[src/ppt_pkg.sv]
// Shared types, constants and arithmetic helpers of the position and P&L tracker.
`default_nettype none
package ppt_pkg;

    localparam int DEF_ACCOUNTS = 16;
    localparam int DEF_SYMBOLS  = 256;

    localparam logic [15:0] EPS_RESET = 16'd7;

    localparam int NUM_W      = 89;
    localparam int DEN_W      = 49;
    localparam int MUL_DIGITS = 3;
    localparam int DIV_STEPS  = 40;
    localparam int CNT_W      = 6;

    localparam logic [1:0] FN_FILL   = 2'd0;
    localparam logic [1:0] FN_PRICE  = 2'd1;
    localparam logic [1:0] FN_CASH   = 2'd2;
    localparam logic [1:0] FN_UNUSED = 2'd3;

    localparam logic [2:0] EV_OPENED    = 3'd0;
    localparam logic [2:0] EV_INCREASED = 3'd1;
    localparam logic [2:0] EV_DECREASED = 3'd2;
    localparam logic [2:0] EV_CLOSED    = 3'd3;
    localparam logic [2:0] EV_REVERSED  = 3'd4;
    localparam logic [2:0] EV_PRICE     = 3'd5;
    localparam logic [2:0] EV_CASH_SET  = 3'd6;
    localparam logic [2:0] EV_ABSENT    = 3'd7;

    localparam logic signed [63:0] S64_MAX = 64'sh7FFF_FFFF_FFFF_FFFF;
    localparam logic signed [63:0] S64_MIN = 64'sh8000_0000_0000_0000;
    localparam logic signed [47:0] S48_MAX = 48'sh7FFF_FFFF_FFFF;
    localparam logic signed [47:0] S48_MIN = 48'sh8000_0000_0000;

    typedef struct packed {
        logic [1:0]         func;
        logic [3:0]         account;
        logic [7:0]         symbol;
        logic signed [47:0] fill_quantity;
        logic [39:0]        price;
        logic [39:0]        commission;
        logic signed [63:0] cash_value;
    } t_in_item;

    typedef struct packed {
        logic [2:0]         event_kind;
        logic signed [47:0] position_size;
        logic [39:0]        entry_price;
        logic signed [63:0] unrealized;
        logic signed [63:0] realized;
        logic signed [63:0] total_profit;
        logic [62:0]        mkt_value;
        logic [62:0]        basis_value;
        logic signed [63:0] cash_after;
    } t_out_item;

    typedef struct packed {
        logic               valid;
        logic signed [47:0] qty;
        logic [39:0]        avg;
        logic [39:0]        mkt;
        logic signed [63:0] pnl;
    } t_entry;

    typedef enum logic {
        MDU_MUL,
        MDU_DIV
    } t_mdu_op;

    typedef struct packed {
        logic             start;
        t_mdu_op          op;
        logic [NUM_W-1:0] a;
        logic [DEN_W-1:0] b;
    } t_mdu_req;

    typedef struct packed {
        logic             done;
        logic [NUM_W-1:0] res;
    } t_mdu_rsp;

    typedef enum logic [4:0] {
        ST_CLEAR,
        ST_IDLE,
        ST_READ,
        ST_LOAD,
        ST_FILL,
        ST_AVG_MUL1,
        ST_AVG_MUL2,
        ST_AVG_DIV,
        ST_RPNL_MUL,
        ST_RPNL_ADD,
        ST_COST_MUL,
        ST_DEBIT,
        ST_CASH,
        ST_UNR_MUL,
        ST_MV_MUL,
        ST_CB_MUL,
        ST_WRITE,
        ST_OUT
    } t_state;

    function automatic logic [47:0] f_mag48(input logic signed [47:0] v);
        return v[47] ? 48'(-v) : 48'(v);
    endfunction

    // floor(+/- p / 2^16), saturated to signed 64 bits
    function automatic logic signed [63:0] f_qmul(input logic neg, input logic [87:0] p);
        logic [88:0] t;
        logic [72:0] s;
        logic signed [63:0] r;
        t = {1'b0, p} + (neg ? 89'h0FFFF : 89'h0);
        s = t[88:16];
        if (!neg) begin
            r = (s[72:63] != '0) ? S64_MAX : s[63:0];
        end else begin
            r = (s[72:63] != '0) ? S64_MIN : -s[63:0];
        end
        return r;
    endfunction

    function automatic logic signed [63:0] f_sat_add(input logic signed [63:0] a,
                                                      input logic signed [63:0] b);
        logic [64:0] s;
        s = {a[63], a} + {b[63], b};
        if (s[64] != s[63]) return s[64] ? S64_MIN : S64_MAX;
        return s[63:0];
    endfunction

    function automatic logic signed [63:0] f_sat_sub(input logic signed [63:0] a,
                                                      input logic signed [63:0] b);
        logic [64:0] s;
        s = {a[63], a} - {b[63], b};
        if (s[64] != s[63]) return s[64] ? S64_MIN : S64_MAX;
        return s[63:0];
    endfunction

endpackage
`default_nettype wire

[src/ppt_mdu.sv]
// Shared iterative multiplier (16-bit digit per cycle) and restoring divider (bit per cycle).
`default_nettype none
module ppt_mdu
    import ppt_pkg::*;
(
    input  wire logic     i_clk,
    input  wire logic     i_rst_n,
    input  wire t_mdu_req i_req,
    output t_mdu_rsp      o_rsp
);

    logic             r_busy, n_busy;
    logic             r_done, n_done;
    logic [CNT_W-1:0] r_cnt, n_cnt;
    t_mdu_op          r_op, n_op;
    logic [NUM_W-1:0] r_acc, n_acc;
    logic [39:0]      r_mc, n_mc;
    logic [47:0]      r_mp, n_mp;
    logic [DEN_W-1:0] r_rem, n_rem;
    logic [DEN_W-1:0] r_den, n_den;
    logic [39:0]      r_num, n_num;
    logic [39:0]      r_quo, n_quo;

    logic [55:0]      prod;
    logic [DEN_W:0]   trial;
    logic             ge;
    logic             last;

    assign prod  = r_mc * r_mp[47:32];
    assign trial = {r_rem, r_num[39]};
    assign ge    = trial >= {1'b0, r_den};
    assign last  = (r_op == MDU_MUL) ? (r_cnt == CNT_W'(MUL_DIGITS - 1))
                                     : (r_cnt == CNT_W'(DIV_STEPS - 1));

    always_comb begin
        n_busy = r_busy;
        n_done = 1'b0;
        n_cnt  = r_cnt;
        n_op   = r_op;
        n_acc  = r_acc;
        n_mc   = r_mc;
        n_mp   = r_mp;
        n_rem  = r_rem;
        n_den  = r_den;
        n_num  = r_num;
        n_quo  = r_quo;
        if (i_req.start) begin
            n_busy = 1'b1;
            n_cnt  = '0;
            n_op   = i_req.op;
            n_acc  = '0;
            n_mc   = i_req.a[39:0];
            n_mp   = i_req.b[47:0];
            n_rem  = i_req.a[NUM_W-1:40];
            n_den  = i_req.b;
            n_num  = i_req.a[39:0];
            n_quo  = '0;
        end else if (r_busy) begin
            if (r_op == MDU_MUL) begin
                // high digit first, shift the running sum up
                n_acc = {r_acc[NUM_W-17:0], 16'h0} + NUM_W'(prod);
                n_mp  = {r_mp[31:0], 16'h0};
            end else begin
                n_rem = ge ? DEN_W'(trial - {1'b0, r_den}) : trial[DEN_W-1:0];
                n_num = {r_num[38:0], 1'b0};
                n_quo = {r_quo[38:0], ge};
            end
            n_cnt = r_cnt + 1'b1;
            if (last) begin
                n_busy = 1'b0;
                n_done = 1'b1;
            end
        end
    end

    always_ff @(posedge i_clk) begin
        if (!i_rst_n) begin
            r_busy <= 1'b0;
            r_done <= 1'b0;
            r_cnt  <= '0;
            r_op   <= MDU_MUL;
        end else begin
            r_busy <= n_busy;
            r_done <= n_done;
            r_cnt  <= n_cnt;
            r_op   <= n_op;
        end
        r_acc <= n_acc;
        r_mc  <= n_mc;
        r_mp  <= n_mp;
        r_rem <= n_rem;
        r_den <= n_den;
        r_num <= n_num;
        r_quo <= n_quo;
    end

    assign o_rsp.done = r_done;
    assign o_rsp.res  = (r_op == MDU_MUL) ? r_acc : NUM_W'(r_quo);

endmodule
`default_nettype wire

[config.mk]
export PLATFORM = sky130hd
export DESIGN_NAME = ppt_mdu
export DESIGN_NICKNAME = d
export VERILOG_FILES = /design/src/ppt_pkg.sv /design/src/ppt_mdu.sv
export SDC_FILE = /design/constraint.sdc
export NUM_CORES = 2
export LEC_CHECK = 0
export BUFFER_PORTS_ARGS = -buffer_cell sky130_fd_sc_hd__buf_2
export CAP_MARGIN = 20
export CORE_ASPECT_RATIO = 0.9
export CORE_MARGIN = 1.5
export CORE_UTILIZATION = 60
export DETAILED_ROUTE_END_ITERATION = 8
export GPL_TIMING_DRIVEN = 1
export HOLD_SLACK_MARGIN = 0.03
export PLACE_DENSITY_LB_ADDON = 0.3
export SETUP_SLACK_MARGIN = 0.5
export SYNTH_ARGS = -nofsm -noshare
export SYNTH_HDL_FRONTEND = slang
export SYNTH_SLANG_ARGS = --single-unit
[constraint.sdc]
create_clock -name i_clk -period 10.6 [get_ports i_clk]
set_input_delay 2.12 -clock i_clk [delete_from_list [all_inputs] [get_ports i_clk]]
set_output_delay 2.12 -clock i_clk [all_outputs]
set_load 0.005 [all_outputs]
==> summary.md <==
| Metric | Value |
|---|---|
| Status | finished, final reports clean |
| Synthesized instance count | 4195 |
| Drt first pass iters | 5 |
| WP data required | 11.12 ns |
| Yosys warns | 0 |
| Core area | 0.0643 mm2 |
| DRT iter0 DRCs | 3032 |
| Die ar. | 0.0668 mm2 |
| Routed Antenna Nets | 0 |
| Num ports | 232 |
| Num CTS Buffers | 43 |
| Layout overhead on the synthesized area | 8.37% |
| Flop2flop setup slack | 2.59 ns |
| Antenna violations before repair | 12 |
| Reg2reg path depth | 22 |
| Max Clock Freq | 125 MHz |
| Post-route DRC violation count | 0 |
| Final Hold Fails | 0 |
| Synth top area cells | fa_1 (29%), edfxtp_1 (17%), inv_1 (7.5%), dfxtp_1 (7.1%), nand2_1 (6.4%) |
| Startpoint Class | register |
| Worst hold path class | register to register |
| Kind of end point of the critical path | register |
| Crit share post-route | 0.756 |
| Critical path type | register to register |
| Multi-input gate area | 0.0259 mm2 |
| CTS Sinks | 364 |
| Initial Utilization | 0.609 |
| Total grt overflow | 0 |
| Placer Congestion | 0.984 |
| Syn_nets | 5102 |
| Cts hold-fix bufs | 0 |
| Die width | 272 um |
| Minimum clock period | 8.01 ns |
| Later-pin clock latency in the skew report | 0.61 ns |
| IO Port Bufs | 231 |
| RR Endpoint | r_acc[87] |
| Yosys cell types | 73 |
| Crit path from | r_mp[33] |
| Root buf cell | clkbuf_16 |
| Slowest stage delay, CP | 0.86 ns |
| WL/cell | 21.3 um |
| Die Span Y | 245 um |
| Crit path to | r_acc[87] |
| Slew headroom | 0.203 |
| Seq/Total Area, Yosys | 0.244 |
| Setup Viol. Count Final | 0 |
| Nets | 5201 |
| Ratio of cells with drive above 1 in the final layout | 0.108 |
| Yosys top cell by area | fa_1 |
| Clk buf depth | 3 |
| HPWL Detailed | 83.2 mm |
| Worst clock skew | 0.0322 ns |
| Async S/R FF share, synth | 0 |
| Largest net degree at the start of global routing | 88 |
| Aggregate global-route resource usage | 0.340 |
| Total Wirelength | 110 mm |
| CP max FO | 25 |
| Synth Flop Type | edfxtp_1 |
| R2r startpoint | r_mp[33] |
| Crit path DAT | 8.54 ns |
| Slowest CP cell | edfxtp_1 |
| CTS tree | yes |
| Htree depth | 2 |
| Site Rows | 88 |
| Max_cap viols | 0 |
| DR vias/cell | 5.85 |
| CTS clock-pin slew for the worst setup and hold paths | 0.06 ns |
| Yosys top cell area share | 0.292 |
| Critical path cell sequence | buf_4 > nand2_1 > fa_1 > fa_1 > fa_1 > inv_1 > fa_1 > fa_1 > inv_1 > fa_1 > inv_1 > ha_1 > o211ai_1 > o21ai_0 > o2111ai_1 > nand2_1 > a41oi_2 > o211ai_2 > a311o_2 > nand2_2 > or4_1 > a31oi_1 |
| CP dominant cell by count | fa_1 |
| First-pass GRT wire length | 175 mm |
| Register Area | 0.00955 mm2 |
| Flops & latches, synth | 364 |
| Unrepaired setup endpoints after global routing | no |
| Setup_tns | 0 ns |
| Syn_area_per_cell | 9.33 um2 |
| Slew of the pin with the lowest slew margin | 1.19 ns |
| Vias | 30400 |
| Synthesized cell area | 0.0391 mm2 |
| Post-synth EDFFs | 226 |
| Vias in the first global route | 31000 |
| # resized after CTS | 0 |
| # fillers | 5249 |
| Post-CTS Setup Inserts | 0 |
| Max Slew Vio Count | 0 |
cells in the final DEF, fill, tap and decap left out, drive strengths merged, types with 5 or more instances in the layout:
cell    instances
a211oi         17
o211ai         16
clkinv          9
a221o           8
clkbuf         56
ha            194
a221oi          6
a21oi         184
and2          248
o31ai           9
nor2b          56
o21bai         17
nor2           83
mux2           99
o21ai         147
nand2         673
nand2b         16
a31o            5
and4            8
a21o           60
or3             7
a31oi          20
and3           31
xnor2          69
buf           263
fa            571
o21a           28
dfxtp         138
nand3          44
a22o           60
inv           786
xor2           53
nand4          23
nor3           25
edfxtp        226
mux2i           6
synth_stat cells (20+ instances only):
| cell | instances |
|---|---|
| inv_1 | 777 |
| nand2_1 | 672 |
| fa_1 | 571 |
| and2_1 | 248 |
| edfxtp_1 | 226 |
| ha_1 | 194 |
| clkbuf_1 | 192 |
| a21oi_1 | 184 |
| o21ai_0 | 144 |
| dfxtp_1 | 138 |
| mux2_2 | 99 |
| nor2_1 | 83 |
| xnor2_1 | 69 |
| a21o_1 | 60 |
| a22o_1 | 60 |
| nor2b_1 | 56 |
| xor2_1 | 53 |
| nand3_1 | 44 |
| and3_1 | 31 |
| o21a_1 | 28 |
| nor3_1 | 25 |
| nand4_1 | 23 |
| a31oi_1 | 20 |
stage by stage:
step | cell area, um2 | util | cells | setup slack (ns) | hold slack, ns
floorplan | 39100 | - | 4195 | 4.07 | 0.417
detailed placement | 40800 | 0.635 | 5103 | 2.51 | 0.444
finish | 42400 | 0.660 | 5188 | 2.59 | 0.454
global route | 42400 | 0.660 | 5187 | 2.25 | 0.471
CTS | 42400 | 0.660 | 5183 | 2.48 | 0.452
global placement | 40800 | 0.635 | 5103 | 2.71 | 0.438
logic make-up after synthesis:
| group | synth area share |
|---|---|
| buffers and inverters | 0.0952 |
| adders and majority gates | 0.354 |
| muxes | 0.0300 |
| AOI/OAI and AO/OA | 0.102 |
| xor gates and xnor gates | 0.0273 |
| and+or+nand+nor | 0.148 |
| DFF | 0.244 |
metal layers:
layer  track usage  wire (um)  vias to the layer above
met1         0.479      45600                    15100
li1              -          -                    13500
met2         0.517      49100                     1579
met5             0         34                        -
met3        0.0878      12200                      235
met4         0.108       3620                        6
cell type report:
type / instances / share of cell area
Timing Repair Buffer: 263 / 0.0331
Antenna cell: 4 / 0.000236
Inverter: 778 / 0.0689
Tap cell: 855 / 0.0252
Clock buffer: 56 / 0.0295
Clock inverter: 24 / 0.00723
Multi-Input combinational cell: 2844 / 0.611
Sequential cell: 364 / 0.225
worst max-delay path, delay by kind of cell, from the launching register on:
| family | cells | cell delay [ns] |
|---|---|---|
| buf+inv | 4 | 0.64 |
| simple gates | 4 | 1.07 |
| compound gates | 7 | 1.86 |
| fa+ha+maj | 7 | 3.48 |
| flops | 1 | 0.86 |
flip-flops by register name, indices dropped and copies added, names as in the netlist:
signal  count
r_busy      1
r_mp       48
r_quo      40
r_cnt       6
r_op        1
r_mc       40
r_acc      89
r_done      1
r_rem      49
r_den      49
r_num      40
how the worst min path moves through the flow:
| stage | startpoint | to | slack [ns] | depth (start not counted) |
|---|---|---|---|---|
| 2_1_floorplan | r_acc[81] | r_acc[81] | 0.42 | 2 |
| 5_1_grt | r_acc[18] | r_acc[18] | 0.47 | 2 |
| 3_5_place_dp | r_acc[0] | r_acc[0] | 0.44 | 2 |
| 6_report | r_acc[14] | r_acc[14] | 0.45 | 2 |
| 4_1_cts | r_acc[0] | r_acc[0] | 0.45 | 2 |
| 3_3_place_gp | r_acc[19] | r_acc[19] | 0.44 | 2 |
Power is left out: the tool's default activity adds up to more than one toggle a clock period on the data nets, which glitch-free logic cannot reach.
